`src/rtl/core/frame_check_trailer_appender_core_macros.svh`:
```
// ----------------------------------------------------------------------------
// Frame check trailer appender assertion macros
// Shared concurrent assertion forms for the trailer appender core.
// ----------------------------------------------------------------------------
`ifndef FRAME_CHECK_TRAILER_APPENDER_CORE_MACROS_SVH
`define FRAME_CHECK_TRAILER_APPENDER_CORE_MACROS_SVH

// Same-cycle implication, disabled while reset is asserted.
`define FCTA_ASSERT_IMPLY(label, clk, rst_n, ante, cons) \
	label: assert property (@(posedge clk) disable iff (!rst_n) (ante) |-> (cons)) \
		else $error("fcta assertion failed: same-cycle implication");

// Next-cycle implication, disabled while reset is asserted.
`define FCTA_ASSERT_NEXT(label, clk, rst_n, ante, cons) \
	label: assert property (@(posedge clk) disable iff (!rst_n) (ante) |=> (cons)) \
		else $error("fcta assertion failed: next-cycle implication");

`endif

```
`src/rtl/core/fcta_pkg.sv`:
```
// ----------------------------------------------------------------------------
// Frame check trailer appender package
// Check constants, mode codes, trailer decode and bytewise CRC functions.
// ----------------------------------------------------------------------------
package fcta_pkg;

	localparam int MODE_W = 5;

	localparam logic [7:0]  CRC8_POLY    = 8'h31;
	localparam logic [7:0]  CRC8_INIT    = 8'hFF;
	localparam logic [15:0] CRC16_POLY   = 16'h1021;
	localparam logic [15:0] CRC16_INIT   = 16'hFFFF;
	localparam logic [31:0] CRC32_POLY   = 32'hEDB88320;
	localparam logic [31:0] CRC32_INIT   = 32'hFFFFFFFF;
	localparam logic [31:0] CRC32_XOROUT = 32'hFFFFFFFF;
	localparam logic [7:0]  SUM8_INIT    = 8'h00;
	localparam logic [7:0]  ASCII_CR     = 8'h0D;

	localparam logic [MODE_W-1:0] MODE_NONE            = 5'd0;
	localparam logic [MODE_W-1:0] MODE_CRC8_RAW        = 5'd1;
	localparam logic [MODE_W-1:0] MODE_CRC8_HEX        = 5'd2;
	localparam logic [MODE_W-1:0] MODE_CRC8_HEX_CR     = 5'd3;
	localparam logic [MODE_W-1:0] MODE_CRC16_RAW_LE    = 5'd4;
	localparam logic [MODE_W-1:0] MODE_CRC16_RAW_BE    = 5'd5;
	localparam logic [MODE_W-1:0] MODE_CRC16_HEX_LE    = 5'd6;
	localparam logic [MODE_W-1:0] MODE_CRC16_HEX_LE_CR = 5'd7;
	localparam logic [MODE_W-1:0] MODE_CRC16_HEX_BE    = 5'd8;
	localparam logic [MODE_W-1:0] MODE_CRC16_HEX_BE_CR = 5'd9;
	localparam logic [MODE_W-1:0] MODE_CRC32_RAW_LE    = 5'd10;
	localparam logic [MODE_W-1:0] MODE_CRC32_RAW_BE    = 5'd11;
	localparam logic [MODE_W-1:0] MODE_CRC32_HEX_LE    = 5'd12;
	localparam logic [MODE_W-1:0] MODE_CRC32_HEX_LE_CR = 5'd13;
	localparam logic [MODE_W-1:0] MODE_CRC32_HEX_BE    = 5'd14;
	localparam logic [MODE_W-1:0] MODE_CRC32_HEX_BE_CR = 5'd15;
	localparam logic [MODE_W-1:0] MODE_SUM8_RAW        = 5'd16;
	localparam logic [MODE_W-1:0] MODE_SUM8_HEX        = 5'd17;
	localparam logic [MODE_W-1:0] MODE_SUM8_HEX_CR     = 5'd18;

	typedef enum logic [2:0] {
		SRC_NONE,
		SRC_CRC8,
		SRC_CRC16,
		SRC_CRC32,
		SRC_SUM8
	} check_src_t;

	typedef struct packed {
		check_src_t src;
		logic       big_endian;
		logic       hex;
		logic       cr;
	} trailer_cfg_t;

	// Undefined mode codes append nothing, like the none mode.
	function automatic trailer_cfg_t decode_mode(input logic [MODE_W-1:0] mode);
		trailer_cfg_t t;
		t = '{src: SRC_NONE, big_endian: 1'b0, hex: 1'b0, cr: 1'b0};
		unique case (mode)
			MODE_CRC8_RAW:        t = '{SRC_CRC8,  1'b0, 1'b0, 1'b0};
			MODE_CRC8_HEX:        t = '{SRC_CRC8,  1'b0, 1'b1, 1'b0};
			MODE_CRC8_HEX_CR:     t = '{SRC_CRC8,  1'b0, 1'b1, 1'b1};
			MODE_CRC16_RAW_LE:    t = '{SRC_CRC16, 1'b0, 1'b0, 1'b0};
			MODE_CRC16_RAW_BE:    t = '{SRC_CRC16, 1'b1, 1'b0, 1'b0};
			MODE_CRC16_HEX_LE:    t = '{SRC_CRC16, 1'b0, 1'b1, 1'b0};
			MODE_CRC16_HEX_LE_CR: t = '{SRC_CRC16, 1'b0, 1'b1, 1'b1};
			MODE_CRC16_HEX_BE:    t = '{SRC_CRC16, 1'b1, 1'b1, 1'b0};
			MODE_CRC16_HEX_BE_CR: t = '{SRC_CRC16, 1'b1, 1'b1, 1'b1};
			MODE_CRC32_RAW_LE:    t = '{SRC_CRC32, 1'b0, 1'b0, 1'b0};
			MODE_CRC32_RAW_BE:    t = '{SRC_CRC32, 1'b1, 1'b0, 1'b0};
			MODE_CRC32_HEX_LE:    t = '{SRC_CRC32, 1'b0, 1'b1, 1'b0};
			MODE_CRC32_HEX_LE_CR: t = '{SRC_CRC32, 1'b0, 1'b1, 1'b1};
			MODE_CRC32_HEX_BE:    t = '{SRC_CRC32, 1'b1, 1'b1, 1'b0};
			MODE_CRC32_HEX_BE_CR: t = '{SRC_CRC32, 1'b1, 1'b1, 1'b1};
			MODE_SUM8_RAW:        t = '{SRC_SUM8,  1'b0, 1'b0, 1'b0};
			MODE_SUM8_HEX:        t = '{SRC_SUM8,  1'b0, 1'b1, 1'b0};
			MODE_SUM8_HEX_CR:     t = '{SRC_SUM8,  1'b0, 1'b1, 1'b1};
			default:              t = '{SRC_NONE,  1'b0, 1'b0, 1'b0};
		endcase
		return t;
	endfunction

	function automatic logic [7:0] crc8_next(input logic [7:0] crc, input logic [7:0] b);
		logic [7:0] c;
		c = crc ^ b;
		for (int k = 0; k < 8; k++) begin
			c = c[7] ? ({c[6:0], 1'b0} ^ CRC8_POLY) : {c[6:0], 1'b0};
		end
		return c;
	endfunction

	function automatic logic [15:0] crc16_next(input logic [15:0] crc, input logic [7:0] b);
		logic [15:0] c;
		c = crc ^ {b, 8'h00};
		for (int k = 0; k < 8; k++) begin
			c = c[15] ? ({c[14:0], 1'b0} ^ CRC16_POLY) : {c[14:0], 1'b0};
		end
		return c;
	endfunction

	// Reflected CRC-32: the register shifts toward bit 0.
	function automatic logic [31:0] crc32_next(input logic [31:0] crc, input logic [7:0] b);
		logic [31:0] c;
		c = crc ^ {24'h000000, b};
		for (int k = 0; k < 8; k++) begin
			c = c[0] ? ({1'b0, c[31:1]} ^ CRC32_POLY) : {1'b0, c[31:1]};
		end
		return c;
	endfunction

	function automatic logic [7:0] hex_ascii(input logic [3:0] n);
		return (n < 4'd10) ? (8'h30 + {4'h0, n}) : (8'h37 + {4'h0, n});
	endfunction

endpackage

```
`src/rtl/core/frame_check_trailer_appender_core.sv`:
```
// ----------------------------------------------------------------------------
// Frame check trailer appender core
// Passes frame bytes through; appends a CRC or sum trailer per the check mode.
// ----------------------------------------------------------------------------
// Usage:
// Frame bytes enter on the frame channel (frame_valid, frame_stall, data_byte,
// frame_end) and leave on the result channel (result_valid, result_stall,
// out_byte, out_last). A beat moves when valid is high and stall is low.
// Every input beat is passed through unchanged. After the beat marked with
// frame_end, the trailer selected by check mode (written through mode_we and
// mode_wdata while the block is idle) follows, and out_last marks the final
// beat of the extended frame; in the none mode the passed last byte has it.
// An accepted input beat reaches the result channel through one input
// register and one output register. Data beats sustain one per cycle while
// result_stall is low and no trailer is pending; trailer beats come from the
// trailer sequencer. During a trailer the input register may still take one
// beat, and frame_stall stays high while that beat waits. Asynchronous reset
// clears the mode to none, initializes all running checks and empties both
// registers. When the receiver stalls, the output register holds its beat,
// and frame_stall rises once the input register holds a beat.
// ----------------------------------------------------------------------------
`include "frame_check_trailer_appender_core_macros.svh"

module frame_check_trailer_appender_core (
	input  logic                  clk,
	input  logic                  arst_n,
	input  logic                  mode_we,
	input  logic [fcta_pkg::MODE_W-1:0] mode_wdata,
	input  logic                  frame_valid,
	output logic                  frame_stall,
	input  logic [7:0]            data_byte,
	input  logic                  frame_end,
	output logic                  result_valid,
	input  logic                  result_stall,
	output logic [7:0]            out_byte,
	output logic                  out_last
);
	import fcta_pkg::*;

	// Configuration and running checks.
	logic [MODE_W-1:0] mode_q;
	logic [7:0]        crc8_q;
	logic [15:0]       crc16_q;
	logic [31:0]       crc32_q;
	logic [7:0]        sum8_q;

	// Input register.
	logic       valid_s1;
	logic [7:0] byte_s1;
	logic       end_s1;

	// Trailer sequencer: raw bytes queued in emission order, top byte next.
	logic [31:0] tr_data_q;
	logic [2:0]  tr_bytes_q;
	logic        tr_hex_q;
	logic        tr_low_q;
	logic        tr_cr_q;

	// Output register.
	logic       out_valid_q;
	logic [7:0] out_byte_q;
	logic       out_last_q;

	logic         out_free;
	logic         trail_act;
	logic         data_go;
	logic         trail_go;
	logic         take;
	trailer_cfg_t tcfg;
	logic [7:0]   crc8_nx;
	logic [15:0]  crc16_nx;
	logic [31:0]  crc32_nx;
	logic [31:0]  crc32_fin;
	logic [7:0]   sum8_nx;
	logic [31:0]  snap_word;
	logic [2:0]   snap_bytes;
	logic [7:0]   tr_byte;
	logic         tr_last;
	logic         tr_consume;

	// The output register can load when it is empty or its beat leaves now.
	assign out_free  = !out_valid_q || !result_stall;
	assign trail_act = (tr_bytes_q != 3'd0) || tr_cr_q;
	assign data_go   = valid_s1 && !trail_act && out_free;
	assign trail_go  = trail_act && out_free;

	// The input register refills in the same cycle that its beat moves on.
	assign frame_stall = valid_s1 && !data_go;
	assign take        = frame_valid && !frame_stall;

	assign tcfg      = decode_mode(mode_q);
	assign crc8_nx   = crc8_next(crc8_q, byte_s1);
	assign crc16_nx  = crc16_next(crc16_q, byte_s1);
	assign crc32_nx  = crc32_next(crc32_q, byte_s1);
	assign crc32_fin = crc32_nx ^ CRC32_XOROUT;
	assign sum8_nx   = sum8_q + byte_s1;

	// Trailer snapshot taken from the checks that include the last byte, laid
	// out so that the first byte to send sits in the top byte lane.
	always_comb begin
		snap_word  = 32'h0;
		snap_bytes = 3'd0;
		unique case (tcfg.src)
			SRC_CRC8: begin
				snap_word  = {crc8_nx, 24'h0};
				snap_bytes = 3'd1;
			end
			SRC_CRC16: begin
				snap_word  = tcfg.big_endian ? {crc16_nx, 16'h0}
				                             : {crc16_nx[7:0], crc16_nx[15:8], 16'h0};
				snap_bytes = 3'd2;
			end
			SRC_CRC32: begin
				snap_word  = tcfg.big_endian ? crc32_fin
				                             : {crc32_fin[7:0], crc32_fin[15:8],
				                                crc32_fin[23:16], crc32_fin[31:24]};
				snap_bytes = 3'd4;
			end
			SRC_SUM8: begin
				snap_word  = {sum8_nx, 24'h0};
				snap_bytes = 3'd1;
			end
			default: begin
				snap_word  = 32'h0;
				snap_bytes = 3'd0;
			end
		endcase
	end

	// Next trailer beat. In hex form each raw byte gives its high digit first,
	// and the byte is only consumed once its low digit has gone out. The
	// carriage return, when selected, always closes the frame.
	always_comb begin
		tr_consume = 1'b1;
		if (tr_bytes_q != 3'd0) begin
			if (tr_hex_q) begin
				tr_byte    = tr_low_q ? hex_ascii(tr_data_q[27:24])
				                      : hex_ascii(tr_data_q[31:28]);
				tr_consume = tr_low_q;
			end else begin
				tr_byte = tr_data_q[31:24];
			end
			tr_last = tr_consume && (tr_bytes_q == 3'd1) && !tr_cr_q;
		end else begin
			tr_byte = ASCII_CR;
			tr_last = 1'b1;
		end
	end

	always_ff @(posedge clk or negedge arst_n) begin
		if (!arst_n) begin
			mode_q <= MODE_NONE;
		end else if (mode_we) begin
			mode_q <= mode_wdata;
		end
	end

	// Running checks restart after each frame's last byte.
	always_ff @(posedge clk or negedge arst_n) begin
		if (!arst_n) begin
			crc8_q  <= CRC8_INIT;
			crc16_q <= CRC16_INIT;
			crc32_q <= CRC32_INIT;
			sum8_q  <= SUM8_INIT;
		end else if (data_go) begin
			if (end_s1) begin
				crc8_q  <= CRC8_INIT;
				crc16_q <= CRC16_INIT;
				crc32_q <= CRC32_INIT;
				sum8_q  <= SUM8_INIT;
			end else begin
				crc8_q  <= crc8_nx;
				crc16_q <= crc16_nx;
				crc32_q <= crc32_nx;
				sum8_q  <= sum8_nx;
			end
		end
	end

	always_ff @(posedge clk or negedge arst_n) begin
		if (!arst_n) begin
			valid_s1 <= 1'b0;
		end else if (take) begin
			valid_s1 <= 1'b1;
		end else if (data_go) begin
			valid_s1 <= 1'b0;
		end
	end

	always_ff @(posedge clk) begin
		if (take) begin
			byte_s1 <= data_byte;
			end_s1  <= frame_end;
		end
	end

	always_ff @(posedge clk or negedge arst_n) begin
		if (!arst_n) begin
			tr_bytes_q <= 3'd0;
			tr_low_q   <= 1'b0;
			tr_cr_q    <= 1'b0;
		end else if (data_go && end_s1) begin
			tr_bytes_q <= snap_bytes;
			tr_low_q   <= 1'b0;
			tr_cr_q    <= tcfg.cr;
		end else if (trail_go) begin
			if (tr_bytes_q != 3'd0) begin
				if (tr_consume) begin
					tr_bytes_q <= tr_bytes_q - 3'd1;
					tr_low_q   <= 1'b0;
				end else begin
					tr_low_q <= 1'b1;
				end
			end else begin
				tr_cr_q <= 1'b0;
			end
		end
	end

	always_ff @(posedge clk) begin
		if (data_go && end_s1) begin
			tr_data_q <= snap_word;
			tr_hex_q  <= tcfg.hex;
		end else if (trail_go && (tr_bytes_q != 3'd0) && tr_consume) begin
			tr_data_q <= {tr_data_q[23:0], 8'h00};
		end
	end

	always_ff @(posedge clk or negedge arst_n) begin
		if (!arst_n) begin
			out_valid_q <= 1'b0;
		end else if (data_go || trail_go) begin
			out_valid_q <= 1'b1;
		end else if (!result_stall) begin
			out_valid_q <= 1'b0;
		end
	end

	always_ff @(posedge clk) begin
		if (data_go) begin
			out_byte_q <= byte_s1;
			out_last_q <= end_s1 && (tcfg.src == SRC_NONE);
		end else if (trail_go) begin
			out_byte_q <= tr_byte;
			out_last_q <= tr_last;
		end
	end

	assign result_valid = out_valid_q;
	assign out_byte     = out_byte_q;
	assign out_last     = out_last_q;

	// No data beat may slip in between trailer beats.
	`FCTA_ASSERT_IMPLY(a_no_data_in_trailer, clk, arst_n, trail_act, !data_go)
	// A low hex digit is only pending in hex form.
	`FCTA_ASSERT_IMPLY(a_low_digit_hex_only, clk, arst_n, tr_low_q, tr_hex_q)
	// At most one 32-bit check is ever queued.
	`FCTA_ASSERT_IMPLY(a_trailer_depth, clk, arst_n, 1'b1, tr_bytes_q <= 3'd4)
	// The CRC-8, CRC-32 and sum checks restart once a frame's last byte is taken.
	`FCTA_ASSERT_NEXT(a_checks_restart, clk, arst_n, data_go && end_s1,
		(crc8_q == CRC8_INIT) && (crc32_q == CRC32_INIT) && (sum8_q == SUM8_INIT))

endmodule
```
`config.mk`:
```
export PLATFORM = sky130hd
export DESIGN_NAME = frame_check_trailer_appender_core
export DESIGN_NICKNAME = d
export VERILOG_FILES = /design/src/rtl/core/fcta_pkg.sv /design/src/rtl/core/frame_check_trailer_appender_core.sv
export VERILOG_INCLUDE_DIRS = /design/src /design/src/rtl/core
export SDC_FILE = /design/constraint.sdc
export NUM_CORES = 1
export LEC_CHECK = 0
export BUFFER_PORTS_ARGS = -buffer_cell sky130_fd_sc_hd__buf_2
export CAP_MARGIN = 40
export CELL_PAD_IN_SITES_DETAIL_PLACEMENT = 0
export CELL_PAD_IN_SITES_GLOBAL_PLACEMENT = 1
export CORE_AREA = 3 3 160 115
export CTS_CLUSTER_SIZE = 24
export DETAILED_ROUTE_END_ITERATION = 10
export DIE_AREA = 0 0 163 118
export GPL_TIMING_DRIVEN = 1
export PLACE_DENSITY_LB_ADDON = 0.1
export SLEW_MARGIN = 15
export SYNTH_ARGS = -nofsm -noshare
export SYNTH_HDL_FRONTEND = slang
export SYNTH_SLANG_ARGS = --single-unit
```
`constraint.sdc`:
```
create_clock -name clk -period 3.3 [get_ports clk]
set_clock_uncertainty 0.15 [all_clocks]
set_input_delay 0.495 -clock clk [delete_from_list [all_inputs] [get_ports clk]]
set_output_delay 0.495 -clock clk [all_outputs]
set_load 0.005 [all_outputs]
```
== Yosys cells after proc, flatten, opt, wreduce, memory -nomap -nowiden ==
Memories as Yosys holds them, arrays and structs flattened.
Index checks and enable logic that the tools add are counted.
W data, S select, Z words.

* Bitwise logic cells: 28
* Equality and inequality tests: 7
* Magnitude comparators: 2
* Add/sub/neg operators: 6
* Multiplexer cells: 62
* Reductions and logical operators: 32

{| class="wikitable"
|+ Operators with widths
! cell !! number
|-
| $mux W32 || 13
|-
| $pmux W32 S4 || 1
|-
| $not A13 Y14 || 8
|-
| $mux W13 || 8
|-
| $mux W6 || 8
|-
| $mux W8 || 6
|-
| $not A3 Y3 || 16
|-
| $not A32 Y32 || 1
|-
| $xor A32 B8 Y32 || 1
|-
| $add A6 B4 Y7 const A || 4
|-
| $mux W7 || 3
|-
| $mux W1 || 17
|-
| $mux W16 || 1
|-
| $xor A16 B16 Y16 || 1
|-
| $mux W3 || 4
|-
| $reduce_bool A2 Y1 || 6
|-
| $logic_and A1 B1 Y1 || 11
|-
| $pmux W3 S3 || 1
|-
| $add A8 B8 Y8 || 1
|-
| $lt A4 B4 Y1 const B || 2
|-
| $xor A8 B8 Y8 || 1
|-
| $eq A3 B1 Y1 const B || 2
|-
| $eq A3 B2 Y1 const B || 2
|-
| $logic_not A1 Y1 || 6
|-
| 10 further kinds || 13
|}

* Output and inout port bits: 11
* Memories kept: 1
* Memory bits (read-only): 192
* Register bits after elaboration: 127
* Word-level logic and storage cells: 154

{| class="wikitable"
|+ Memory list
! memory !! words !! bits a word !! rd ports !! clocked after memory_dff !! write ports !! line !! RTL
|-
| (name not given) || 32 || 6 || 1 || 0 || 0 || fcta_pkg.sv:58 || <nowiki>unique case (mode)</nowiki>
|}

== Longest topological paths before layout ==
Gate-level depths: netlist of the first run.

* Word-level depth: 21
* Gate-level depth with buffers: 10

== Least setup slack after synthesis of the first run ==
OpenSTA, ideal clock, no wires.

* Path type: flip-flop to flip-flop
* From: reg tr_bytes_q[0]
* To: reg tr_data_q[0], enable pin
* Buffers on the path: 0
* Arrival: 2.128 ns
* Setup slack: 0.647 ns
* Data required time: 2.775 ns
* Library setup time: 0.375 ns
* Cell stages (with the launch flop): 8
* Cells stage by stage: dfrtp_1 -> inv_1 -> ha_1 -> nand2b_1 -> nor4b_1 -> nand2_1 -> clkinv_1 -> or2_2

* Longest elaborated chain between the ends: 7
* Elaborated cells between the ends (all ways): 11
* Classes of those cells: 1 x mux; 10 x reduce/logical

{| class="wikitable"
|+ RTL lines
! element !! line !! RTL
|-
| start, declared || frame_check_trailer_appender_core.sv:54 || <nowiki>logic [2:0] tr_bytes_q;</nowiki>
|-
| start signal, assigned || frame_check_trailer_appender_core.sv:203 || <nowiki>tr_bytes_q <= snap_bytes;</nowiki>
|-
| start signal, assigned || frame_check_trailer_appender_core.sv:209 || <nowiki>tr_bytes_q <= tr_bytes_q - 3'd1;</nowiki>
|-
| $reduce_bool A3 Y1 (*) || frame_check_trailer_appender_core.sv:83, frame_check_trailer_appender_core.sv:135, frame_check_trailer_appender_core.sv:224 ||
|-
| $logic_or A1 B1 Y1 || frame_check_trailer_appender_core.sv:83 || <nowiki>assign trail_act = (tr_bytes_q != 3'd0) || tr_cr_q;</nowiki>
|-
| $logic_not A1 Y1 || frame_check_trailer_appender_core.sv:84 || <nowiki>assign data_go = valid_s1 && !trail_act && out_free;</nowiki>
|-
| $logic_and A1 B1 Y1 (2 in series) || frame_check_trailer_appender_core.sv:84 ||
|-
| $logic_and A1 B1 Y1 || frame_check_trailer_appender_core.sv:221 || <nowiki>if (data_go && end_s1) begin</nowiki>
|-
| $reduce_bool A2 Y1 (no line) (*) || - ||
|-
| end signal, assigned || frame_check_trailer_appender_core.sv:222 || <nowiki>tr_data_q <= snap_word;</nowiki>
|-
| end signal, assigned || frame_check_trailer_appender_core.sv:225 || <nowiki>tr_data_q <= {tr_data_q[23:0], 8'h00};</nowiki>
|-
| end, declared || frame_check_trailer_appender_core.sv:53 || <nowiki>logic [31:0] tr_data_q;</nowiki>
|}

Every way passes the cells marked *; elsewhere a longest branch is shown, timed or not.
A chain may end at the register's enable or synchronous reset.

== Worst setup path after layout of the first run ==
* From: reg byte_s1[1]
* To: reg tr_data_q[22], data pin

* Longest elaborated chain between the ends: 15
* Elaborated cells between the ends (all ways): 23
* Classes of those cells: 17 x mux; 6 x bitwise

{| class="wikitable"
|+ RTL lines
! element !! line !! RTL
|-
| start, declared || frame_check_trailer_appender_core.sv:49 || <nowiki>logic [7:0] byte_s1;</nowiki>
|-
| start signal, assigned || frame_check_trailer_appender_core.sv:192 || <nowiki>byte_s1 <= data_byte;</nowiki>
|-
| $xor A32 B8 Y32 || fcta_pkg.sv:103 || <nowiki>c = crc ^ {24'h000000, b};</nowiki>
|-
| $mux W32 (2 in series) || fcta_pkg.sv:105 || <nowiki>c = c[0] ? ({1'b0, c[31:1]} ^ CRC32_POLY) : {1'b0, c[31:1]};</nowiki>
|-
| $not A13 Y14 (no line) || - ||
|-
| $mux W32 (4 in series) || fcta_pkg.sv:105 ||
|-
| $not A13 Y14 (no line) || - ||
|-
| $mux W32 (2 in series) || fcta_pkg.sv:105 ||
|-
| $not A32 Y32 (no line) || - ||
|-
| $mux W32 || frame_check_trailer_appender_core.sv:114 || <nowiki>snap_word = tcfg.big_endian ? crc32_fin</nowiki>
|-
| $pmux W32 S4 (*) || frame_check_trailer_appender_core.sv:103 || <nowiki>unique case (tcfg.src)</nowiki>
|-
| $mux W32 (*) || frame_check_trailer_appender_core.sv:221 ||
|}

Marks and branches as above.

==> results.tsv, run 1 <==
stage	metric	value	unit
clocking	tritoncts	yes	
grt	gr-usage-all-layers	24.77	%
route	detail_route.vias_per_cell	5.763	
synth	synth_cell_types	63	
die	die_height	118	um
die	placementRows	40	
clocking	postCtsSetupBuffers	0	
synth	synth-warning-count	0	
die	effective_utilization_at_floorplan	44.79	%
synth	synthArstFlopShare	59.84	%
route	wl_per_cell	22.53	um
timing	setup_viol	0	
die	io-pin-count	30	
setup_path	worst-endpoint-required	3.44	ns
power	power.density_cell_area	1305	mW/mm^2
placement	dpl.hpwl	16570	um
run	maxCapViolations	0	
placement	placement.setup.worst_slack	0.2424	ns
status	outcome	complete, no violations	
final_layout	fillerInstances	1549	
clocking	clk_latency	0.43	ns
final_layout	fin_nets	810	
placement	gpl.final_weighted_congestion	0.8962	
clocking	cts_resized	0	
die	core_region_area	0.01702	mm^2
route	routed_wirelength	22890	um
setup_path	crit_path_end_kind	flop	
clocking	cts_buffers	17	
timing	post-route-worst-setup-slack	0.1432	ns
synth	ys_seq_area_share	45.96	%
clocking	htree_levels	4	
grt	grt_max_degree	66	
setup_path	setup.worst_path.start_class	flop	
setup_path	timing.critical_path.cells	xnor2_1, xnor2_1, xnor2_1, a2111oi_0, a211o_1	
hold_path	worst_hold_path_type	in2reg	
setup_path	critical_path.slowest_cell	a2111oi_0	
die	die_area	0.01923	mm^2
timing	report.final.slew_viol_count	0	
route	antenna_violating_nets_post_route	0	
timing	worst-slew-pin-transition	0.9143	ns
synth	avg_inst_size_synth	10.48	um^2
timing	total_negative_slack	0	ns
final_layout	multi_input_area	0.003921	mm^2
final_layout	ff_latch_area	0.003503	mm^2
grt	antenna_found_initial	0	
timing	final.min_clock_period	3.157	ns
power	report.power.total	11.54	mW
synth	synth_area	0.007622	mm^2
synth	synthCells	727	
route	route.vias.total	5855	
route	first_pass_iters	6	
timing	hold_violations	0	
power	vdd_ir_drop_max	0.0005460	V
timing	maxSlewHeadroom	38.61	%
grt	globalRouteOverflowTotal	0	
setup_path	reg2reg_setup_slack	0.14	ns
timing	min_period_over_period	95.66	%
route	detail_route.drc_violations	0	
grt	grt_first_pass_wirelength	35460	um
setup_path	crit_fanout	6	
final_layout	insertedDiodeCount	0	
synth	post_syn_nets	765	
die	dieWidth	163	um
route	drt_iter0_markers	750	
synth	yosys_most_used_dff	dfstp_2	
synth	synth-seq-cells	127	
clocking	worst_setup_hold_path_clk_slew	0.06	ns
final_layout	syn_to_final_growth	15.96	%
clocking	tritoncts_num_sinks	127	
timing	rsz_0062_raised_after_global_routing	false	
setup_path	critical_path.most_common_cell	xnor2_1	
synth	synth-edff-count	51	
timing	achievable_freq	316.8	MHz
clocking	ctsRootBufferMaster	clkbuf_16	
placement	port_buffers	29	
grt	grt_pass1_vias	5600	
setup_path	critical_path_arrival	3.30	ns
setup_path	crit_type	reg2reg	
final_layout	layout-drive-gt1-share	22.17	%
setup_path	cpPeakStageDelay	0.78	ns
power	power.leakage	3.534	nW
clocking	clk_path_buf_depth	2	
## power breakdown
part           total [mW]  internal (mW)  leakage, nW  switching, mW
Sequential           2.90           2.46         1.32          0.438
Combinational        6.71           2.88         1.92           3.82
Clock                1.93           1.19        0.290          0.743
## final cells by class
cell class	count	area share, %
repair buffers	64	5.238
inverters	17	0.7220
flip-flops and latches	127	39.64
well taps	231	3.270
clock buffers	18	4.856
multi-input cells	545	44.37
clock inverters	14	1.911
## what timing repair did
item                       4_1_cts  5_1_grt
hold endpoints to repair        12        0
hold buffers                     1        0
setup endpoints to repair        0        0
## sequential cells by signal, indices dropped and copies added (netlist names), 3 cells and up
register and flops:
crc32_q 32, byte_s1 8, sum8_q 8, crc16_q 16
crc8_q 8, mode_q 5, tr_data_q 32, tr_bytes_q 3
out_byte 8
## per-stage QoR
step / cell area (um^2) / utilization (%) / hold slack [ns] / cells
6_report: 8838 / 51.94 / 0.09152 / 1016
5_1_grt: 8838 / 51.94 / 0.07459 / 1016
4_1_cts: 8838 / 51.94 / 0.07502 / 1016
2_1_floorplan: 7622 / - / 0.04941 / 727
3_5_place_dp: 8230 / 48.37 / 0.3281 / 983
3_3_place_gp: 8210 / 48.25 / 0.3272 / 982
## kinds of logic (layout without fill, tap and decap cells)
group	Yosys count	after routing	share of synthesized area [%]
fa+ha+maj	19	19	3.217
flops	127	127	45.96
compound gates	193	193	16.30
buf+inv	55	113	2.905
xor+xnor	130	130	18.66
mux	20	20	2.708
simple gates	183	183	10.24
## critical path, delay by kind of cell (launching register included)
kind / cells / cell delay (ns)
AOI/OAI and AO/OA: 2 / 0.98
xor gates and xnor gates: 3 / 1.28
DFF: 1 / 0.61
## cell usage after synthesis (2+ instances only)
cell type / number / area [um^2]
nor2_1: 86 / 322.8
xnor2_1: 82 / 718.2
a21oi_1: 69 / 345.3
dfstp_2: 56 / 1471
nand2_1: 56 / 210.2
edfxtp_1: 51 / 1531
o21ai_0: 38 / 190.2
xor2_1: 27 / 236.5
clkbuf_1: 24 / 90.09
dfrtp_1: 20 / 500.5
ha_1: 18 / 225.2
inv_1: 16 / 60.06
o22a_1: 16 / 140.1
mux2i_1: 15 / 150.1
nand3_1: 11 / 55.05
xnor3_1: 9 / 202.7
a211oi_1: 7 / 52.55
a22oi_1: 7 / 52.55
a31oi_1: 7 / 43.79
a32o_1: 6 / 60.06
buf_1: 6 / 22.52
buf_2: 6 / 30.03
o211ai_1: 6 / 45.04
a21o_1: 5 / 37.54
and2_1: 5 / 31.28
mux2_2: 5 / 56.30
nor3_1: 5 / 25.02
a211o_1: 4 / 35.03
a22o_1: 4 / 35.03
nand2b_1: 4 / 25.02
nor2b_1: 4 / 25.02
o21a_1: 4 / 30.03
o221ai_1: 4 / 35.03
xnor2_2: 4 / 65.06
and3_1: 3 / 18.77
o22ai_1: 3 / 18.77
or2_2: 3 / 18.77
xnor2_4: 3 / 82.58
a221oi_1: 2 / 17.52
buf_4: 2 / 15.01
xor3_1: 2 / 47.55
## metal layers
layer | vias to the layer above | global-route usage [%] | routed length, um
li1 | 2668 | - | -
met1 | 2944 | 40.94 | 11670
met5 | - | 0 | 0
met4 | 0 | 4.543 | 185
met3 | 16 | 5.558 | 1740
met2 | 227 | 32.70 | 9292
## cell usage in the layout, fill, tap and decap left out, types with 4 or more instances in the layout
master     synthesis  routed
edfxtp_1          51      51
xnor2_2            4       4
nor2b_1            4       4
buf_2              6      28
buf_4              2      31
nand2_1           56      56
dfrtp_1           20      20
o21ai_0           38      38
clkinv_2           0       4
ha_1              18      18
clkbuf_16          0      17
a21o_1             5       5
a31oi_1            7       6
a211o_1            4       4
nand3_1           11      11
a21oi_1           69      69
o22a_1            16      16
dfstp_2           56      56
a22oi_1            7       7
inv_1             16      16
a32o_1             6       6
o221ai_1           4       4
nand2b_1           4       4
buf_12             0       4
a22o_1             4       4
xnor3_1            9       9
mux2i_1           15      15
o21a_1             4       4
xnor2_1           82      82
o211ai_1           6       6
and2_1             5       5
mux2_2             5       5
nor3_1             5       5
clkinv_4           0       5
xor2_1            27      27
a211oi_1           7       7
nor2_1            86      85
## worst paths after layout
path / to / startpoint / cells after the start
worst max-delay path: tr_data_q[22] / byte_s1[1] / 5
worst min-delay path: byte_s1[1] / data_byte[1] / 1
worst max register to register: tr_data_q[22] / byte_s1[1] / 5
worst min register to register: sum8_q[0] / sum8_q[0] / 2
max in group asynchronous: crc16_q[6] / arst_n / 3
min in group asynchronous: mode_q[4] / arst_n / 2
No activity file was read; power rests on OpenSTA's default activity.
==> run 2: changes to the inputs <==
Settings changed: GPL_TIMING_DRIVEN 1 to 0.
==> run 2 against run 1 <==
- final cell count up 0.59%
- critical path type unchanged
- global-route usage down 0.48 points
- flip-flop and latch count unchanged
- hold slack worse by 0.040 ns
- register-to-register slack worse by 0.06 ns
- fmax down 1.8%
- die area unchanged
- via count up 0.39%
- first-iteration DRC count down 22%
- utilization down 0.77 points
==> results.tsv, run 2 (synthesized netlist as in run 1, its figures left out) <==
stage	metric	value	unit	change
setup_path	critical_path.slowest_cell	xnor2_1		was a2111oi_0
placement	gpl.final_weighted_congestion	0.9342		was 0.8962
die	placementRows	40		unchanged
timing	rsz_0062_raised_after_global_routing	false		unchanged
clocking	clk_latency	0.43	ns	about the same
final_layout	fin_nets	816		was 810
route	detail_route.drc_violations	0		unchanged
die	core_region_area	0.01702	mm^2	unchanged
setup_path	timing.critical_path.cells	xnor2_1, xnor2_1, xor2_1, xor2_1, a211oi_1, a221o_1		was xnor2_1, xnor2_1, xnor2_1, a2111oi_0, a211o_1
die	dieWidth	163	um	unchanged
die	die_area	0.01923	mm^2	unchanged
setup_path	crit_fanout	5		was 6
final_layout	layout_commonest_cell	nor2_1		unchanged
route	detail_route.vias_per_cell	5.751		was 5.763
clocking	clk_path_buf_depth	2		unchanged
placement	placedInstanceArea	0.008100	mm^2	was 0.008230 mm^2
final_layout	syn_to_final_growth	14.23	%	was 15.96%
clocking	htree_levels	4		unchanged
clocking	ctsRootBufferMaster	clkbuf_16		unchanged
grt	gr-usage-all-layers	24.29	%	was 24.77%
setup_path	worst_path_dominant_cell_family	XOR/XNOR gates		unchanged
route	route.vias.total	5878		was 5855
clocking	tritoncts_num_sinks	127		unchanged
clocking	worst_setup_hold_path_clk_slew	0.06	ns	about the same
grt	grt_pass1_vias	5620		was 5600
die	effective_utilization_at_floorplan	44.79	%	unchanged
route	routed_wirelength	22720	um	was 22890 um
run	maxCapViolations	0		unchanged
setup_path	critical_path_arrival	3.24	ns	was 3.30 ns
die	io-pin-count	30		unchanged
setup_path	crit_type	reg2reg		unchanged
final_layout	insertedDiodeCount	0		unchanged
status	outcome	complete, no violations		unchanged
clocking	tritoncts	yes		unchanged
timing	achievable_freq	311.2	MHz	was 316.8 MHz
setup_path	timing.rr.end	tr_data_q[25]		was tr_data_q[22]
placement	port_buffers	28		was 29
setup_path	worst-r2r-cell-count	6		was 5
timing	hold_violations	0		unchanged
route	wl_per_cell	22.23	um	was 22.53 um
route	first_pass_iters	5		was 6
grt	grt_first_pass_wirelength	34790	um	was 35460 um
grt	grt_max_degree	59		was 66
die	die_height	118	um	unchanged
timing	report.final.slew_viol_count	0		unchanged
setup_path	cpPeakStageDelay	0.70	ns	was 0.78 ns
final_layout	reg_top3	crc32_q x32, tr_data_q x32, crc16_q x16		unchanged
setup_path	worst-endpoint-required	3.33	ns	was 3.44 ns
timing	maxSlewHeadroom	46.56	%	was 38.61%
setup_path	critical_path.n_buffers_inverters	0		unchanged
setup_path	setup.worst_path.start_class	flop		unchanged
setup_path	reg2reg_setup_slack	0.09	ns	was 0.14 ns
final_layout	layout-drive-gt1-share	19.47	%	was 22.17%
final_layout	post-route-cell-area	0.008707	mm^2	was 0.008838 mm^2
route	drt_iter0_markers	586		was 750
setup_path	worstReg2RegStart	byte_s1[3]		was byte_s1[1]
setup_path	crit_path_end_kind	flop		unchanged
hold_path	worst_hold_path_type	in2async		was in2reg
timing	worst-slew-pin-transition	0.7958	ns	was 0.9143 ns
grt	antenna_found_initial	0		unchanged
timing	final.min_clock_period	3.213	ns	was 3.157 ns
grt	globalRouteOverflowTotal	0		unchanged
placement	dpl.hpwl	17130	um	was 16570 um
timing	min_period_over_period	97.37	%	was 95.66%
final_layout	mostFrequentLayoutCells	nor2_1 (86), xnor2_1 (81), a21oi_1 (69), dfstp_2 (56), nand2_1 (55)		was nor2_1 (85), xnor2_1 (82), a21oi_1 (69), nand2_1 (56), dfstp_2 (56)
timing	setup_viol	0		unchanged
route	antenna_violating_nets_post_route	0		unchanged
clocking	cts_buffers	17		unchanged
[run 2: cell count changes in the layout (fill, tap and decap cells not counted), moves of 2 or more]
cell,delta
buf_1,+6
buf_12,-3
buf_2,+6
buf_4,-27
bufinv_16,-3
clkbuf_1,+21
clkbuf_2,+2
clkinv_2,-3
inv_6,+4
inv_8,+2
[run 2: final cells by class]
cell class / instances / area [um^2]
inverter: 17 / 63.81
multi-input combinational: 545 / 3934
sequential: 127 / 3503
timing repair buffer: 32 / 202.7
fill: 1565 / 8309
tap: 231 / 289.0
clock inverter: 15 / 128.9
buffer: 38 / 160.2
clock buffer: 17 / 425.4
[run 2: stage by stage]
step	setup WS, ns	cells	hold slack (ns)	TNS [ns]	utilization (%)
floorplan	0.6469	727	0.04941	0	-
global placement	-0.6363	986	0.3093	-38.21	47.32
detailed placement	-0.08389	989	0.3235	-1.537	47.60
CTS	0.07523	1021	0.05092	0	51.02
global route	0.01081	1022	0.07157	0	51.17
finish	0.08673	1022	0.05199	0	51.17
[run 2: how the worst max path moves through the flow]
| stage | start | to | slack, ns | depth (start not counted) |
|---|---|---|---|---|
| after global placement | tr_bytes_q[0] | tr_data_q[21] | -0.64 | 9 |
| after detailed placement | byte_s1[2] | tr_data_q[21] | -0.08 | 6 |
| after floorplan | tr_bytes_q[0] | tr_data_q[0] | 0.65 | 7 |
| after global routing | byte_s1[3] | tr_data_q[25] | 0.01 | 6 |
| after CTS | mode_q[1] | tr_data_q[7] | 0.08 | 9 |
| final | byte_s1[3] | tr_data_q[25] | 0.09 | 6 |
[run 2: what timing repair did]
item | 4_1_cts | 5_1_grt
resized for setup | 3 | 6
gates cloned | 0 | 0
buffers inserted | 0 | 0
endpoints found under the setup margin | 38 | 19
hold buffers | 0 | 0
pin swaps | 0 | 0
[run 2: layer usage]
| metal | wire, um | track usage (%) |
|---|---|---|
| met1 | 11230 | 39.91 |
| met2 | 9230 | 31.76 |
| met3 | 1906 | 5.065 |
| met4 | 357 | 6.075 |
| met5 | 0 | 0 |
Power of run 2 is left out: the tool's default activity adds up to more than one toggle a clock period on the data nets, which glitch-free logic cannot reach.
==> run 3: changes to the inputs <==
==> constraint.sdc (replaced) <==
create_clock -name clk -period 4.13 [get_ports clk]
set_clock_uncertainty 0.15 [all_clocks]
set_input_delay 0.6195 -clock clk [delete_from_list [all_inputs] [get_ports clk]]
set_output_delay 0.6195 -clock clk [all_outputs]
set_load 0.1 [all_outputs]
==> run 3 against run 2 <==
- hold slack improved by 0.12 ns
- critical path type is now reg2out
- flip-flop and latch count stayed put
- largest cell class unchanged
- setup slack gained 0.37 ns
==> results.tsv, run 3 (synthesized netlist as in run 1, its figures left out) <==
stage	metric	value	unit	change
status	outcome	complete, no violations		unchanged
clocking	worst_setup_hold_path_clk_slew	0.06	ns	about the same
route	detail_route.drc_violations	0		unchanged
grt	globalRouteOverflowTotal	0		unchanged
final_layout	syn_to_final_growth	13.81	%	was 14.23%
grt	antenna_found_initial	0		unchanged
route	route.vias.total	5841		was 5878
final_layout	insertedDiodeCount	0		unchanged
clocking	clk_path_buf_depth	2		unchanged
route	antenna_violating_nets_post_route	0		unchanged
die	placementRows	40		unchanged
timing	report.final.slew_viol_count	0		unchanged
die	dieWidth	163	um	unchanged
clocking	postCtsSetupBuffers	0		unchanged
timing	hold_violations	0		unchanged
final_layout	layout-drive-gt1-share	18.96	%	was 19.47%
timing	achievable_freq	272.3	MHz	
final_layout	reg_top3	crc32_q x32, tr_data_q x32, crc16_q x16		unchanged
timing	rsz_0062_raised_after_global_routing	false		unchanged
final_layout	multi_input_area	0.003904	mm^2	was 0.003934 mm^2
route	wl_per_cell	22.12	um	was 22.23 um
final_layout	mostFrequentLayoutCells	nor2_1 (86), xnor2_1 (82), a21oi_1 (69), nand2_1 (56), dfstp_2 (56)		was nor2_1 (86), xnor2_1 (81), a21oi_1 (69), dfstp_2 (56), nand2_1 (55)
grt	grt_pass1_vias	5616		was 5620
placement	gpl.final_weighted_congestion	0.9342		unchanged
setup_path	crit_fanout	10		was 5
route	first_pass_iters	5		unchanged
clocking	htree_levels	4		unchanged
setup_path	critical_path_arrival	2.90	ns	was 3.24 ns
setup_path	worst-endpoint-required	3.36	ns	was 3.33 ns
timing	total_negative_slack	0	ns	unchanged
clocking	tritoncts_num_sinks	127		unchanged
clocking	cts_resized	0		was 3
setup_path	crit_path_end_kind	primary output		was flop
clocking	tritoncts	yes		unchanged
die	die_area	0.01923	mm^2	unchanged
clocking	cts_buffers	17		unchanged
grt	grt_max_degree	59		unchanged
final_layout	fin_nets	816		unchanged
placement	dpl.hpwl	17130	um	unchanged
hold_path	worst_hold_path_type	in2async		unchanged
clocking	hold_buffers	0		unchanged
timing	min_period_over_period	88.91	%	
die	die_height	118	um	unchanged
route	routed_wirelength	22610	um	was 22720 um
die	io-pin-count	30		unchanged
setup_path	crit_type	reg2out		was reg2reg
route	detail_route.vias_per_cell	5.715		was 5.751
clocking	ctsRootBufferMaster	clkbuf_16		unchanged
setup_path	setup.worst_path.start_class	flop		unchanged
placement	port_buffers	28		unchanged
final_layout	fillerInstances	1568		was 1565
clocking	clk_latency	0.43	ns	about the same
final_layout	ff_latch_area	0.003503	mm^2	unchanged
timing	maxSlewHeadroom	42.02	%	was 46.56%
timing	setup_viol	0		unchanged
grt	grt_first_pass_wirelength	34710	um	was 34790 um
timing	final.min_clock_period	3.672	ns	
grt	gr-usage-all-layers	24.24	%	was 24.29%
die	core_region_area	0.01702	mm^2	unchanged
die	effective_utilization_at_floorplan	44.79	%	unchanged
run	maxCapViolations	0		unchanged
route	drt_iter0_markers	648		was 586
final_layout	layout_commonest_cell	nor2_1		unchanged
timing	worst-slew-pin-transition	0.8634	ns	was 0.7958 ns
==> run 3: metal layers <==
layer / wire (um) / track usage, % / part of all wire [%] / vias up
met3: 1966 / 5.065 / 8.7 / 25
met2: 9138 / 31.66 / 40 / 228
met1: 11150 / 39.84 / 49 / 2910
met4: 344 / 6.075 / 1.5 / 0
li1: - / - / - / 2678
met5: 0 / 0 / 0 / -
==> run 3: layout make-up <==
type | instances | area share (%)
Multi-Input combinational cell | 545 | 45.00
Tap cell | 231 | 3.332
Timing Repair Buffer | 32 | 2.337
Clock buffer | 17 | 4.904
Sequential cell | 127 | 40.39
Buffer | 38 | 1.817
Inverter | 17 | 0.7356
Clock inverter | 15 | 1.486
==> run 3: worst max-delay path, cell delays in order (launching register included) <==
cell and delay (ns):
dfrtp_1 0.41, inv_1 0.09, ha_1 0.16, nand2b_1 0.12
nor4b_2 0.65, clkbuf_1 0.58, nor2_1 0.13, buf_2 0.33
==> run 3: path summary, 6_finish.rpt <==
check / startpoint / end / slack [ns] / cells past startpoint
worst max register to register: byte_s1[2] / tr_data_q[21] / 0.66 / 6
min in group clk: data_byte[2] / byte_s1[2] / 0.21 / 1
worst min register to register: sum8_q[0] / sum8_q[0] / 0.34 / 2
worst min-delay path: arst_n / crc32_q[7] / 0.18 / 1
max in group asynchronous: arst_n / crc16_q[5] / 3.28 / 2
worst max-delay path: tr_bytes_q[0] / frame_stall / 0.46 / 7
==> run 3: through the flow <==
step           instance area [um^2]  hold WS [ns]  utilization, %  setup WS [ns]  std cells
2_1_floorplan                  7622        0.1739               -         0.2913        727
3_3_place_gp                   8051        0.3093           47.32         0.1126        986
3_5_place_dp                   8100        0.3235           47.60         0.7035        989
4_1_cts                        8655        0.1754           50.86         0.4612       1021
5_1_grt                        8675        0.1961           50.98         0.3258       1022
6_report                       8675        0.1752           50.98         0.4581       1022
Power of run 3 is left out for the same reason.
